File: src/rtl/tbrl_pkg.sv
// shared widths, codes and interface structs of the token bucket rate limiter
`default_nettype none

package tbrl_pkg;

  localparam int unsigned LIMIT_W    = 16;
  localparam int unsigned TPM_W      = 24;
  localparam int unsigned TICK_W     = 32;
  localparam int unsigned COUNT_W    = 8;
  localparam int unsigned BKT_W      = 2;
  localparam int unsigned NUM_LIMITS = 4;
  // capacity is rpm times ticks per minute, below 2**40
  localparam int unsigned TOK_W      = LIMIT_W + TPM_W;
  localparam int unsigned PROD_W     = TICK_W + LIMIT_W;
  localparam int unsigned CFG_IDX_W  = 3;
  localparam int unsigned CFG_W      = TPM_W;

  localparam logic [TPM_W-1:0] TPM_RESET = 24'd6000000;

  localparam logic KIND_REQUEST = 1'b0;
  localparam logic KIND_QUERY   = 1'b1;

  typedef enum logic [CFG_IDX_W-1:0] {
    REG_LIMIT0 = 3'd0,
    REG_LIMIT1 = 3'd1,
    REG_LIMIT2 = 3'd2,
    REG_LIMIT3 = 3'd3,
    REG_TPM    = 3'd4
  } cfg_reg_e;

  typedef enum logic [2:0] {
    ST_IDLE,
    ST_CAP,
    ST_PROD,
    ST_NEED,
    ST_DIV,
    ST_RESULT
  } state_e;

  typedef struct packed {
    logic [LIMIT_W-1:0] rpm;
    logic [TPM_W-1:0]   tpm;
    logic               primed;
    logic [TOK_W-1:0]   tokens;
    logic [TICK_W-1:0]  last;
  } bkt_rd_t;

  typedef struct packed {
    logic              en;
    logic [BKT_W-1:0]  bucket;
    logic [TOK_W-1:0]  tokens;
    logic [TICK_W-1:0] now;
  } bkt_wr_t;

endpackage

`default_nettype wire

File: src/rtl/tbrl_serial_mult.sv
// shift-add multiplier, one multiplier bit per cycle
`default_nettype none

module tbrl_serial_mult #(
  parameter int unsigned MCAND_W = 32,
  parameter int unsigned MPLR_W  = 16
) (
  input  logic                       clk_i,
  input  logic                       rst_ni,
  input  logic                       start_i,
  input  logic [MCAND_W-1:0]         mcand_i,
  input  logic [MPLR_W-1:0]          mplr_i,
  output logic                       done_o,
  output logic [MCAND_W+MPLR_W-1:0]  prod_o
);

  localparam int unsigned PW = MCAND_W + MPLR_W;
  localparam int unsigned CW = $clog2(MPLR_W + 1);

  logic [PW-1:0]      p_q;
  logic [MCAND_W-1:0] mcand_q;
  logic [CW-1:0]      cnt_q;
  logic               done_q;

  logic [MCAND_W-1:0] addend;
  logic [MCAND_W:0]   upper_sum;
  logic [PW-1:0]      p_step;

  // multiplier bits leave at the bottom, partial sum enters at the top
  always_comb begin
    addend    = p_q[0] ? mcand_q : '0;
    upper_sum = {1'b0, p_q[PW-1:MPLR_W]} + {1'b0, addend};
    p_step    = {upper_sum, p_q[MPLR_W-1:1]};
  end

  always_ff @(posedge clk_i or negedge rst_ni) begin
    if (!rst_ni) begin
      cnt_q  <= '0;
      done_q <= 1'b0;
    end else if (start_i) begin
      cnt_q  <= CW'(MPLR_W);
      done_q <= 1'b0;
    end else if (cnt_q != '0) begin
      cnt_q  <= cnt_q - CW'(1);
      done_q <= (cnt_q == CW'(1));
    end else begin
      done_q <= 1'b0;
    end
  end

  always_ff @(posedge clk_i) begin
    if (start_i) begin
      p_q     <= {{MCAND_W{1'b0}}, mplr_i};
      mcand_q <= mcand_i;
    end else if (cnt_q != '0) begin
      p_q <= p_step;
    end
  end

  assign done_o = done_q;
  assign prod_o = p_q;

endmodule

`default_nettype wire

File: src/rtl/tbrl_serial_div.sv
// restoring divider for the fill fraction, one quotient bit per cycle
`default_nettype none

module tbrl_serial_div #(
  parameter int unsigned NUM_W  = 40,
  parameter int unsigned FRAC_W = 16
) (
  input  logic              clk_i,
  input  logic              rst_ni,
  input  logic              start_i,
  input  logic [NUM_W-1:0]  num_i,
  input  logic [NUM_W-1:0]  den_i,
  output logic              done_o,
  output logic [FRAC_W:0]   quo_o
);

  localparam int unsigned CW = $clog2(FRAC_W + 1);

  logic [NUM_W-1:0] rem_q;
  logic [NUM_W-1:0] den_q;
  logic [FRAC_W:0]  quo_q;
  logic [CW-1:0]    cnt_q;
  logic             done_q;

  logic             full;
  logic [NUM_W:0]   rem_sh;
  logic [NUM_W:0]   rem_diff;
  logic             ge;

  always_comb begin
    full     = (num_i >= den_i);
    rem_sh   = {rem_q, 1'b0};
    rem_diff = rem_sh - {1'b0, den_q};
    ge       = (rem_sh >= {1'b0, den_q});
  end

  always_ff @(posedge clk_i or negedge rst_ni) begin
    if (!rst_ni) begin
      cnt_q  <= '0;
      done_q <= 1'b0;
    end else if (start_i) begin
      // a full bucket needs no iterations
      cnt_q  <= full ? '0 : CW'(FRAC_W);
      done_q <= full;
    end else if (cnt_q != '0) begin
      cnt_q  <= cnt_q - CW'(1);
      done_q <= (cnt_q == CW'(1));
    end else begin
      done_q <= 1'b0;
    end
  end

  always_ff @(posedge clk_i) begin
    if (start_i) begin
      rem_q <= num_i;
      den_q <= den_i;
      quo_q <= full ? ((FRAC_W + 1)'(1) << FRAC_W) : '0;
    end else if (cnt_q != '0) begin
      rem_q <= ge ? rem_diff[NUM_W-1:0] : rem_sh[NUM_W-1:0];
      quo_q <= {quo_q[FRAC_W-1:0], ge};
    end
  end

  assign done_o = done_q;
  assign quo_o  = quo_q;

endmodule

`default_nettype wire

File: src/rtl/tbrl_bucket_table.sv
// configuration registers and per-bucket token state
`default_nettype none

module tbrl_bucket_table import tbrl_pkg::*; #(
  parameter int unsigned NUM_BUCKETS = 4
) (
  input  logic                 clk_i,
  input  logic                 rst_ni,
  input  logic                 cfg_we_i,
  input  logic [CFG_IDX_W-1:0] cfg_index_i,
  input  logic [CFG_W-1:0]     cfg_data_i,
  input  logic [BKT_W-1:0]     rd_bucket_i,
  output bkt_rd_t              rd_o,
  input  bkt_wr_t              wr_i
);

  localparam int unsigned NB = (NUM_BUCKETS < NUM_LIMITS) ? NUM_BUCKETS : NUM_LIMITS;

  logic [LIMIT_W-1:0] limit_q [NUM_LIMITS];
  logic [TPM_W-1:0]   tpm_q;
  logic [NB-1:0]      primed_q;
  logic [TOK_W-1:0]   tokens_q [NB];
  logic [TICK_W-1:0]  last_q [NB];

  cfg_reg_e cfg_sel;
  assign cfg_sel = cfg_reg_e'(cfg_index_i);

  always_ff @(posedge clk_i or negedge rst_ni) begin
    if (!rst_ni) begin
      for (int i = 0; i < NUM_LIMITS; i++) begin
        limit_q[i] <= '0;
      end
      tpm_q <= TPM_RESET;
    end else if (cfg_we_i) begin
      unique case (cfg_sel) inside
        REG_LIMIT0, REG_LIMIT1, REG_LIMIT2, REG_LIMIT3: begin
          limit_q[cfg_index_i[BKT_W-1:0]] <= cfg_data_i[LIMIT_W-1:0];
        end
        REG_TPM: begin
          // zero ticks per minute behaves as one
          tpm_q <= (cfg_data_i == '0) ? TPM_W'(1) : cfg_data_i;
        end
        default: begin
        end
      endcase
    end
  end

  // a bucket reads as full until its first access after a limit or scale write
  always_ff @(posedge clk_i or negedge rst_ni) begin
    if (!rst_ni) begin
      primed_q <= '0;
    end else begin
      for (int j = 0; j < NB; j++) begin
        if (cfg_we_i && (cfg_index_i == CFG_IDX_W'(j) || cfg_sel == REG_TPM)) begin
          primed_q[j] <= 1'b0;
        end else if (wr_i.en && wr_i.bucket == BKT_W'(j)) begin
          primed_q[j] <= 1'b1;
        end
      end
    end
  end

  always_ff @(posedge clk_i) begin
    for (int j = 0; j < NB; j++) begin
      if (wr_i.en && wr_i.bucket == BKT_W'(j)) begin
        tokens_q[j] <= wr_i.tokens;
        last_q[j]   <= wr_i.now;
      end
    end
  end

  always_comb begin
    rd_o.tpm    = tpm_q;
    rd_o.rpm    = ({1'b0, rd_bucket_i} < (BKT_W + 1)'(NB)) ? limit_q[rd_bucket_i] : '0;
    rd_o.primed = 1'b0;
    rd_o.tokens = '0;
    rd_o.last   = '0;
    for (int j = 0; j < NB; j++) begin
      if (rd_bucket_i == BKT_W'(j)) begin
        rd_o.primed = primed_q[j];
        rd_o.tokens = tokens_q[j];
        rd_o.last   = last_q[j];
      end
    end
  end

endmodule

`default_nettype wire

File: src/rtl/token_bucket_rate_limiter.sv
// token bucket rate limiter top level: sequencer, shared serial units, result register
//
//   channel  direction  handshake                 payload
//   cfg      in         cfg_we_i                  cfg_index_i, cfg_data_i
//   in       in         in_valid_i / in_ready_o   kind, bucket, count, now_ticks
//   out      out        out_valid_o / out_ready_i granted, fill_fraction, unlimited
//
// one request at a time; an unlimited bucket goes from accept to the result state,
// then to the output register; a limited bucket runs the shift-add multiplier for
// capacity, then refill if primed, then tokens needed for a request; a query instead
// runs the divider, which skips its iterations when the bucket is full
// reset clears control state and all primed flags, tokens need no clearing pass
// a waiting result sits in the output register while the next request is accepted
`default_nettype none

module token_bucket_rate_limiter import tbrl_pkg::*; #(
  parameter int unsigned NUM_BUCKETS   = 4,
  parameter int unsigned FRACTION_BITS = 16
) (
  input  logic                 clk_i,
  input  logic                 rst_ni,
  input  logic                 cfg_we_i,
  input  logic [CFG_IDX_W-1:0] cfg_index_i,
  input  logic [CFG_W-1:0]     cfg_data_i,
  input  logic                 in_valid_i,
  output logic                 in_ready_o,
  input  logic                 in_kind_i,
  input  logic [BKT_W-1:0]     in_bucket_i,
  input  logic [COUNT_W-1:0]   in_count_i,
  input  logic [TICK_W-1:0]    in_now_ticks_i,
  output logic                 out_valid_o,
  input  logic                 out_ready_i,
  output logic                 out_granted_o,
  output logic [FRACTION_BITS:0] out_fill_fraction_o,
  output logic                 out_unlimited_o
);

  localparam int unsigned FILL_W = FRACTION_BITS + 1;
  localparam logic [FILL_W-1:0] FILL_FULL = FILL_W'(1) << FRACTION_BITS;

  state_e state_q, state_d;

  bkt_rd_t rd;
  bkt_wr_t commit;

  logic               in_acc;
  logic               limited;

  logic               kind_q;
  logic [BKT_W-1:0]   bkt_q;
  logic [COUNT_W-1:0] count_q;
  logic [TICK_W-1:0]  now_q;
  logic [LIMIT_W-1:0] rpm_q;
  logic [TICK_W-1:0]  elapsed_q;
  logic               hit_primed_q;

  logic [TOK_W-1:0]   tok_q, tok_d;
  logic [TOK_W-1:0]   cap_q, cap_d;
  logic               gr_q, gr_d;
  logic [FILL_W-1:0]  fill_q, fill_d;
  logic               unl_q, unl_d;

  logic               out_valid_q;
  logic               out_load;
  logic               granted_q;
  logic [FILL_W-1:0]  fill_out_q;
  logic               unl_out_q;

  logic               mul_start;
  logic [TICK_W-1:0]  mul_mcand;
  logic [LIMIT_W-1:0] mul_mplr;
  logic               mul_done;
  logic [PROD_W-1:0]  mul_prod;

  logic               div_start;
  logic [TOK_W-1:0]   div_num;
  logic [TOK_W-1:0]   div_den;
  logic               div_done;
  logic [FILL_W-1:0]  div_quo;

  logic [PROD_W:0]    refill_sum;
  logic [TOK_W-1:0]   refill;
  logic [TOK_W:0]     need_diff;

  tbrl_bucket_table #(
    .NUM_BUCKETS(NUM_BUCKETS)
  ) u_table (
    .clk_i      (clk_i),
    .rst_ni     (rst_ni),
    .cfg_we_i   (cfg_we_i),
    .cfg_index_i(cfg_index_i),
    .cfg_data_i (cfg_data_i),
    .rd_bucket_i(in_bucket_i),
    .rd_o       (rd),
    .wr_i       (commit)
  );

  tbrl_serial_mult #(
    .MCAND_W(TICK_W),
    .MPLR_W (LIMIT_W)
  ) u_mult (
    .clk_i  (clk_i),
    .rst_ni (rst_ni),
    .start_i(mul_start),
    .mcand_i(mul_mcand),
    .mplr_i (mul_mplr),
    .done_o (mul_done),
    .prod_o (mul_prod)
  );

  tbrl_serial_div #(
    .NUM_W (TOK_W),
    .FRAC_W(FRACTION_BITS)
  ) u_div (
    .clk_i  (clk_i),
    .rst_ni (rst_ni),
    .start_i(div_start),
    .num_i  (div_num),
    .den_i  (div_den),
    .done_o (div_done),
    .quo_o  (div_quo)
  );

  assign in_ready_o = (state_q == ST_IDLE);
  assign in_acc     = in_valid_i && in_ready_o;
  assign limited    = (rd.rpm != '0);
  assign out_load   = (state_q == ST_RESULT) && (!out_valid_q || out_ready_i);

  // refill saturates at capacity, consume checks with one borrow
  always_comb begin
    refill_sum = (PROD_W + 1)'(tok_q) + (PROD_W + 1)'(mul_prod);
    refill     = (refill_sum > (PROD_W + 1)'(cap_q)) ? cap_q : refill_sum[TOK_W-1:0];
    need_diff  = {1'b0, tok_q} - {1'b0, mul_prod[TOK_W-1:0]};
  end

  always_comb begin
    state_d = state_q;
    unique case (state_q)
      ST_IDLE: begin
        if (in_acc) begin
          state_d = limited ? ST_CAP : ST_RESULT;
        end
      end
      ST_CAP: begin
        if (mul_done) begin
          if (hit_primed_q) begin
            state_d = ST_PROD;
          end else begin
            state_d = (kind_q == KIND_QUERY) ? ST_DIV : ST_NEED;
          end
        end
      end
      ST_PROD: begin
        if (mul_done) begin
          state_d = (kind_q == KIND_QUERY) ? ST_DIV : ST_NEED;
        end
      end
      ST_NEED: begin
        if (mul_done) begin
          state_d = ST_RESULT;
        end
      end
      ST_DIV: begin
        if (div_done) begin
          state_d = ST_RESULT;
        end
      end
      ST_RESULT: begin
        if (!out_valid_q || out_ready_i) begin
          state_d = ST_IDLE;
        end
      end
      default: state_d = ST_IDLE;
    endcase
  end

  always_comb begin
    mul_start     = 1'b0;
    mul_mcand     = TICK_W'(rd.tpm);
    mul_mplr      = rd.rpm;
    div_start     = 1'b0;
    div_num       = refill;
    div_den       = cap_q;
    commit.en     = 1'b0;
    commit.bucket = bkt_q;
    commit.now    = now_q;
    commit.tokens = tok_q;
    tok_d         = tok_q;
    cap_d         = cap_q;
    gr_d          = gr_q;
    fill_d        = fill_q;
    unl_d         = unl_q;
    unique case (state_q)
      ST_IDLE: begin
        if (in_acc) begin
          mul_start = limited;
          tok_d     = rd.tokens;
          gr_d      = !limited;
          unl_d     = !limited;
          fill_d    = (!limited && in_kind_i == KIND_QUERY) ? FILL_FULL : '0;
        end
      end
      ST_CAP: begin
        if (mul_done) begin
          cap_d = mul_prod[TOK_W-1:0];
          if (hit_primed_q) begin
            mul_start = 1'b1;
            mul_mcand = elapsed_q;
            mul_mplr  = rpm_q;
          end else begin
            // first access starts full
            tok_d = mul_prod[TOK_W-1:0];
            if (kind_q == KIND_QUERY) begin
              div_start = 1'b1;
              div_num   = mul_prod[TOK_W-1:0];
              div_den   = mul_prod[TOK_W-1:0];
            end else begin
              mul_start = 1'b1;
              mul_mplr  = LIMIT_W'(count_q);
            end
          end
        end
      end
      ST_PROD: begin
        if (mul_done) begin
          tok_d = refill;
          if (kind_q == KIND_QUERY) begin
            div_start = 1'b1;
          end else begin
            mul_start = 1'b1;
            mul_mplr  = LIMIT_W'(count_q);
          end
        end
      end
      ST_NEED: begin
        if (mul_done) begin
          if (!need_diff[TOK_W]) begin
            tok_d = need_diff[TOK_W-1:0];
            gr_d  = 1'b1;
          end
          commit.en     = 1'b1;
          commit.tokens = tok_d;
        end
      end
      ST_DIV: begin
        if (div_done) begin
          fill_d    = div_quo;
          commit.en = 1'b1;
        end
      end
      ST_RESULT: begin
      end
      default: begin
      end
    endcase
  end

  always_ff @(posedge clk_i or negedge rst_ni) begin
    if (!rst_ni) begin
      state_q     <= ST_IDLE;
      out_valid_q <= 1'b0;
    end else begin
      state_q     <= state_d;
      out_valid_q <= out_load || (out_valid_q && !out_ready_i);
    end
  end

  always_ff @(posedge clk_i) begin
    if (in_acc) begin
      kind_q       <= in_kind_i;
      bkt_q        <= in_bucket_i;
      count_q      <= in_count_i;
      now_q        <= in_now_ticks_i;
      rpm_q        <= rd.rpm;
      elapsed_q    <= in_now_ticks_i - rd.last;
      hit_primed_q <= rd.primed;
    end
    tok_q  <= tok_d;
    cap_q  <= cap_d;
    gr_q   <= gr_d;
    fill_q <= fill_d;
    unl_q  <= unl_d;
    if (out_load) begin
      granted_q  <= gr_q;
      fill_out_q <= fill_q;
      unl_out_q  <= unl_q;
    end
  end

  assign out_valid_o         = out_valid_q;
  assign out_granted_o       = granted_q;
  assign out_fill_fraction_o = fill_out_q;
  assign out_unlimited_o     = unl_out_q;

  a_mul_done_state: assert property (@(posedge clk_i) disable iff (!rst_ni)
    mul_done |-> (state_q == ST_CAP || state_q == ST_PROD || state_q == ST_NEED))
    else $error("multiplier finished outside a multiply step");

  a_div_done_state: assert property (@(posedge clk_i) disable iff (!rst_ni)
    div_done |-> (state_q == ST_DIV))
    else $error("divider finished outside the divide step");

  a_tokens_bounded: assert property (@(posedge clk_i) disable iff (!rst_ni)
    (state_q == ST_NEED || state_q == ST_DIV) |-> (tok_q <= cap_q))
    else $error("bucket holds more tokens than its capacity");

  a_cap_nonzero: assert property (@(posedge clk_i) disable iff (!rst_ni)
    (state_q == ST_DIV) |-> (cap_q != '0))
    else $error("divide started with zero capacity");

  a_unlimited_grants: assert property (@(posedge clk_i) disable iff (!rst_ni)
    (out_valid_o && out_unlimited_o) |-> out_granted_o)
    else $error("unlimited bucket result not granted");

endmodule

`default_nettype wire
File: config.mk
export PLATFORM = sky130hd
export DESIGN_NAME = token_bucket_rate_limiter
export DESIGN_NICKNAME = d
export VERILOG_FILES = /design/src/rtl/tbrl_pkg.sv /design/src/rtl/tbrl_serial_mult.sv /design/src/rtl/tbrl_serial_div.sv /design/src/rtl/tbrl_bucket_table.sv /design/src/rtl/token_bucket_rate_limiter.sv
export SDC_FILE = /design/constraint.sdc
export NUM_CORES = 2
export LEC_CHECK = 0
export BUFFER_PORTS_ARGS = -buffer_cell sky130_fd_sc_hd__buf_4
export CORE_MARGIN = 1.5
export CORE_UTILIZATION = 60
export DETAILED_ROUTE_END_ITERATION = 8
export PLACE_DENSITY_LB_ADDON = 0.05
export SLEW_MARGIN = 10
export SYNTH_ARGS = -nofsm -noshare
export SYNTH_HDL_FRONTEND = slang
export SYNTH_SLANG_ARGS = --single-unit
File: constraint.sdc
create_clock -name clk_i -period 10.41 [get_ports clk_i]
set_input_delay 1.5615 -clock clk_i [delete_from_list [all_inputs] [get_ports clk_i]]
set_output_delay 1.5615 -clock clk_i [all_outputs]
set_load 0.01 [all_outputs]
* After elaboration in Yosys (flattened, before gate mapping)
Memories as Yosys holds them, arrays and structs flattened. Cells that the tools add are included.
Word-level totals: flip-flop bits (word level) 495, memory bits (writable) 288, output and inout bits 21, word-level logic and storage cells 254, memories kept 2
Memory list:
- u_table.tokens_q | words 4, width 40, read ports 4, clocked after memory_dff 0, write ports 1, RTL line tbrl_bucket_table.sv:22 | logic [TOK_W-1:0] tokens_q [NB];
- u_table.last_q | words 4, width 32, read ports 4, clocked after memory_dff 0, write ports 1, RTL line tbrl_bucket_table.sv:23 | logic [TICK_W-1:0] last_q [NB];
Operators by class: add/sub/neg operators 7, $lt $le $gt $ge 6, equality and inequality tests 25, mux-type cells 120, bitwise gates (word level) 2, reduce and logical (&&, ||, !) cells 55
Operators by type and width (number):
- 2-to-1 mux 40 bit | 22
- 2-to-1 mux 73 bit | 4
- case mux 40 bit (4 select lines) | 1
- 2-to-1 mux 16 bit | 9
- 2-to-1 mux 32 bit | 4
- OR reduction 40 bit | 3
- 2-to-1 mux 17 bit | 6
- 2-to-1 mux 24 bit | 4
- OR reduction 32 bit | 3
- bitwise mux 64 bit | 1
- adder 40 x 48 -> 49 bit | 1
- greater-than comparator 49 x 40 -> 1 bit | 1
- greater-or-equal comparator 41 x 40 -> 1 bit | 1
- subtractor 40 x 40 -> 41 bit | 1
- greater-or-equal comparator 40 bit | 1
- 2-to-1 mux 1 bit | 40
- subtractor 40 bit | 1
- case mux 17 bit (2 select lines) | 1
- adder 32 x 32 -> 33 bit | 1
- binary-select mux 16 bit (select 2 bit) | 1
- demux 16 bit (select 2 bit) | 1
- case mux 16 bit (2 select lines) | 1
- subtractor 32 bit | 1
- 2-to-1 mux 3 bit | 9
- other kinds (33) | 97

* Depth between registers and ports, before layout
depth after elaboration 10, gate-level depth with buffers 37

* Hierarchy
From an unflattened synthesis, not the netlist that was laid out.
Unflattened totals: cell total of the unflattened synthesis 4057, area total of the unflattened synthesis 45626.3 µm²
By module, submodules not included:
- token_bucket_rate_limiter | times used 1, cells an instance 2115, area an instance 18491.5 µm², sequential area each 6406.1 µm²
- tbrl_bucket_table | times used 1, cells an instance 616, area an instance 14385.0 µm², sequential area each 10963.0 µm²
- tbrl_serial_div | times used 1, cells an instance 842, area an instance 7783.7 µm², sequential area each 3062.9 µm²
- tbrl_serial_mult | times used 1, cells an instance 484, area an instance 4966.0 µm², sequential area each 2232.1 µm²

* Worst setup path after synthesis
OpenSTA, ideal clock, no wires.
path type register to register, from register u_mult.p_q[0], in the netlist u_mult.prod_o[0], to register u_div.quo_q[16], in the netlist u_div.quo_o[16] (data pin), setup time 0.254 ns, data arrival time 7.138 ns, data required time 10.156 ns, slack 3.017 ns, stages on the path, launching flop included 38, buffers on the path 1, period minus slack after synthesis 7.393 ns, cells stage by stage edfxtp_1 -> ha_1 -> inv_1 -> fa_1 -> o21ba_2 -> o2111ai_2 -> a311oi_2 -> nor4_1 -> nor3_1 -> o31a_1 -> o211ai_1 -> a21boi_0 -> xnor2_1 -> ha_1 -> a2111oi_0 -> o21ai_0 -> a21oi_1 -> o22ai_1 -> (+2 left out) -> a221oi_1 -> nand4_2 -> nor2_4 -> buf_8 -> mux2i_1 -> a21o_1 -> ha_1 -> nand2b_1 -> a21o_1 -> a21o_1 -> a21o_1 -> a21o_1 -> a21o_1 -> a2111oi_0 -> o21ai_0 -> a21oi_1 -> o21ai_0 -> o21a_1
Between the ends: word-level cells in the longest chain between the ends 10
Ends and longest elaborated chain:
- from (decl) | RTL line tbrl_serial_mult.sv:20 | logic [PW-1:0] p_q;
- from (signal assigned) | RTL line tbrl_serial_mult.sv:53 | p_q <= {{MCAND_W{1'b0}}, mplr_i};
- from (signal assigned) | RTL line tbrl_serial_mult.sv:56 | p_q <= p_step;
- adder 40 x 48 -> 49 bit | RTL line token_bucket_rate_limiter.sv:131 | refill_sum = (PROD_W + 1)'(tok_q) + (PROD_W + 1)'(mul_prod);
- greater-than comparator 49 x 40 -> 1 bit | RTL line token_bucket_rate_limiter.sv:132 | refill = (refill_sum > (PROD_W + 1)'(cap_q)) ? cap_q : refill_sum[TOK_W-1:0];
- 2-to-1 mux 40 bit | RTL line token_bucket_rate_limiter.sv:132
- 2-to-1 mux 40 bit | RTL line token_bucket_rate_limiter.sv:213 | if (kind_q == KIND_QUERY) begin
- 2-to-1 mux 40 bit | RTL line token_bucket_rate_limiter.sv:206 | if (hit_primed_q) begin
- 2-to-1 mux 40 bit | RTL line token_bucket_rate_limiter.sv:204 | if (mul_done) begin
- 2-to-1 mux 40 bit | RTL line token_bucket_rate_limiter.sv:193 | unique case (state_q)
- greater-or-equal comparator 40 bit * | RTL line tbrl_serial_div.sv:31 | full = (num_i >= den_i);
- 2-to-1 mux 17 bit * | RTL line tbrl_serial_div.sv:57 | quo_q <= full ? ((FRAC_W + 1)'(1) << FRAC_W) : '0;
- 2-to-1 mux 17 bit * | RTL line tbrl_serial_div.sv:54 | if (start_i) begin
- to (signal assigned) | RTL line tbrl_serial_div.sv:57
- to (signal assigned) | RTL line tbrl_serial_div.sv:60 | quo_q <= {quo_q[FRAC_W-1:0], ge};
- to (decl) | RTL line tbrl_serial_div.sv:21 | logic [FRAC_W:0] quo_q;
Every way passes the cells marked *; elsewhere a longest branch is shown, timed or not. A chain may end at the register's enable or synchronous reset.

* Worst setup path in the final report
Same ends and word-level chain as after synthesis.

==> summary.md <==
| Metric | Value |
|---|---|
| Via/cell ratio | `6.32` |
| DRC viols | `0` |
| Post-Synthesis Cell Area | `44500 um^2` |
| Antenna diode count | `0` |
| Global-route wire length before repair | `179 mm` |
| Share of cells above drive strength 1 | `0.136` |
| RSZ-0062 raised after global routing | `no` |
| Finished Layout Cells | `5045` |
| Post-Synth Adder-Cell Area | `0.0778` |
| Remaining global-route overflow | `0` |
| Post-CTS Resized | `0` |
| Total core area | `roughly 73000 um^2` |
| Die Width | `between 200 and 300 um` |
| Largest net degree at the start of global routing | `78` |
| # Post-CTS Setup Buffers | `0` |
| Sequential area share after synthesis | `0.509` |
| Max incr delay on CP | `0.60 ns` |
| XOR/XNOR Fraction of Synth Area | `0.0307` |
| Asr flop ratio synth | `0.138` |
| CP max FO | `38` |
| R2r setup slk | `0.87 ns` |
| Number of synthesized flops with an enable pin | `643` |
| GRT Overall Usage | `0.311` |
| Routed Antenna Nets | `0` |
| Finished Cell Area | `49000 um^2` |
| Final Max Tran Viols | `0` |
| Clock Sinks | `between 700 and 800` |
| CP endpoint kind | `flop` |
| Avg WL per Cell | `23.4 um` |
| Area occupied by multi-input gates | `20200 um^2` |
| DP Wirelength | `86.5 mm` |
| Crit path launch type | `flop` |
| Classification of the worst-slack hold path | `reg2reg` |
| Longest Clk Path Bufs | `3` |
| Fill cell count | `roughly 5600` |
| Final hold vios | `0` |
| Setup TNS | `0 ns` |
| Post-synthesis average cell area | `11.3 um^2` |
| CTS tree | `yes` |
| Total number of vias | `31900` |
| Max-cap viol count | `0` |
| Final Cycle Share | `0.917` |
| Status | `completed` |
| Crit path top cell by count | `a21o_1` |
| GP Congestion | `about 1.0` |
| Dominant synthesized flop cell | `edfxtp_1` |
| Tmin final | `roughly 9.5 ns` |
| NumNets Final | `4366` |
| Post-synth net total | `4305` |
| Post-Synth Simple-Gate Area | `0.113` |
| Worst-margin pin slew | `1.15 ns` |
| CP Class | `reg2reg` |
| Synth Instances | `3956` |
| Placed cell count | `4892` |
| Pre-CTS setup slack | `approximately 0.9 ns` |
| CP max stage cell | `a2111oi_0` |
| # hold bufs at CTS | `0` |
| Pre-antenna DRT Iters | `6` |
| Clk_skew | `0.0377 ns` |
| Reg area | `22700 um^2` |
| Vias in the first global route | `30500` |
| Post-synthesis mux area share | `0.0918` |
| Leakage power | `~0.019 uW` |
| Die Ht | `275 um` |
| Yosys warns | `0` |
| Required @ worst endpoint | `10.80 ns` |
| Die area | `around 76000 um^2` |
| Port Buf Inserts | `95` |
| Post-synthesis register bit count | `just under 800` |
| Drt first-iter violations | `a little over 3000` |
| F_max | `105 MHz` |
| Cell variety after synth | `a little over 90` |
| Rows | `99` |
| Post-route setup slack | `0.868 ns` |
| Compound-Gate Fraction of Synth Area | `0.138` |
| Final Util | `0.669` |
| Worst slew margin | `0.227` |
| WL final | `118 mm` |
| Power Dens Cells | `around 320 nW/um^2` |
| CP Data Arrival Time | `9.94 ns` |
| Worst-Skew Late Latency | `0.65 ns` |
| Placed cell areas | `46200 um^2` |
| Final setup fails | `0` |
| Number of H-tree levels | `3` |
| CTS buffer count | `82` |
| Largest family of logic cells by synthesized area | `compound AO/OA/AOI/OAI gates` |
| Initial antenna violation count | `0` |
| Clk root buf | `clkbuf_16` |
| Starting Density | `0.608` |
| Max VDD drop | `203 uV` |
| I/O pin cnt | `96` |
| Clock slew at reported path FFs | `0.06 ns` |
| Synth-to-Final Area Change | `10.0%` |
-- routing by layer --
metal / GRT usage / vias up / wire length, um
met5: 0 / - / 0
met4: 0.118 / 0 / 4400
met3: 0.0372 / 203 / 8060
met2: 0.496 / 1171 / 54500
met1: 0.441 / 15700 / 51100
li1: - / 14800 / -
-- stage by stage --
stage / total power (uW) / hold WS (ns)
after floorplan: 10300 / 0.400
after global placement: 12500 / 0.401
after detailed placement: 12500 / 0.405
after CTS: 15500 / 0.419
after global routing: 16600 / 0.427
final: 15700 / 0.418
-- placed cells by master, fill, tap and decap left out, drive strengths merged, types with 52 or more instances in the layout --
master / n
xnor2: 119
and2: 100
nor2: 200
o221ai: 52
a21oi: 257
clkbuf: 115
nand2: 455
mux2: 129
a21o: 72
inv: 278
edfxtp: 643
ha: 269
mux2i: 61
mux4: 89
o21ai: 196
dfrtp: 98
buf: 151
-- area by class of cell --
class                   count  area share
multi-input cells        2724       0.412
inverters                 275      0.0211
repair buffers            151      0.0232
flip-flops and latches    783       0.463
clock buffers             115      0.0475
well taps                 959      0.0245
clock inverters            38     0.00909
-- worst paths after layout --
path / to / from / depth (start not counted)
max in group asynchronous: u_table.limit_q[45]$_DFFE_PN0P_ / rst_ni / 2
min in group asynchronous: u_div.cnt_q[3]$_DFFE_PN0P_ / rst_ni / 1
max: u_div.quo_o[16]$_DFFE_PP_ / u_mult.prod_o[0]$_DFFE_PP_ / 38
min reg2reg: out_fill_fraction_o[5]$_DFFE_PP_ / fill_q[5]$_SDFFCE_PN0P_ / 0
max reg2reg: u_div.quo_o[16]$_DFFE_PP_ / u_mult.prod_o[0]$_DFFE_PP_ / 38
min: out_fill_fraction_o[5]$_DFFE_PP_ / fill_q[5]$_SDFFCE_PN0P_ / 0
-- flip-flops by register name (all words and copies together), names as in the netlist, 16 cells and up --
| name | count |
|---|---|
| u_mult.mcand_q | 32 |
| u_div.den_q | 40 |
| u_div.quo_o | 17 |
| elapsed_q | 32 |
| cap_q | 40 |
| u_mult.prod_o | 48 |
| tok_q | 40 |
| u_table.limit_q | 64 |
| u_table.tokens_q | 160 |
| u_table.tpm_q | 24 |
| fill_q | 17 |
| out_fill_fraction_o | 17 |
| u_div.rem_q | 40 |
| now_q | 32 |
| rpm_q | 16 |
| u_table.last_q | 128 |
-- cell families (layout without fill, tap and decap cells) --
family	Yosys count	count (layout)
flops	783	783
compound gates	940	940
simple gates	1075	1075
buf+inv	449	579
mux	279	279
fa+ha+maj	274	274
xor+xnor	156	156
-- Yosys cell counts, types with 51 or more instances --
cell type  instances  area share
inv_1            270       0.023
o221ai_1          52       0.010
mux2_2           123       0.031
a21o_1            72       0.012
o211ai_1          51      0.0086
a21oi_1          257       0.029
mux4_2            89       0.045
dfrtp_1           98       0.055
nor2_1           199       0.017
nand2_1          455       0.038
clkbuf_1         137       0.012
edfxtp_1         643        0.43
o21ai_0          189       0.021
mux2i_1           61       0.014
xnor2_1          119       0.023
and2_1            99       0.014
ha_1             269       0.076
-- worst max-delay path: cells and delay by family, from the launching register on --
kind / cells / cell delay [ns]
buffers and inverters: 3 / 0.71
AOI/OAI and AO/OA: 24 / 5.48
adders and majority gates: 4 / 1.09
and+or+nand+nor: 5 / 1.14
DFF: 1 / 0.33
muxes: 1 / 0.34
xor gates and xnor gates: 1 / 0.18
-- report_power, final --
part,switching [uW],total (uW),internal (uW)
Sequential,535,4900,4360
Combinational,4860,7780,2920
Clock,1250,2990,1730
Total,6650,15700,9010
Note: power is estimated with default switching activity, not from simulation.
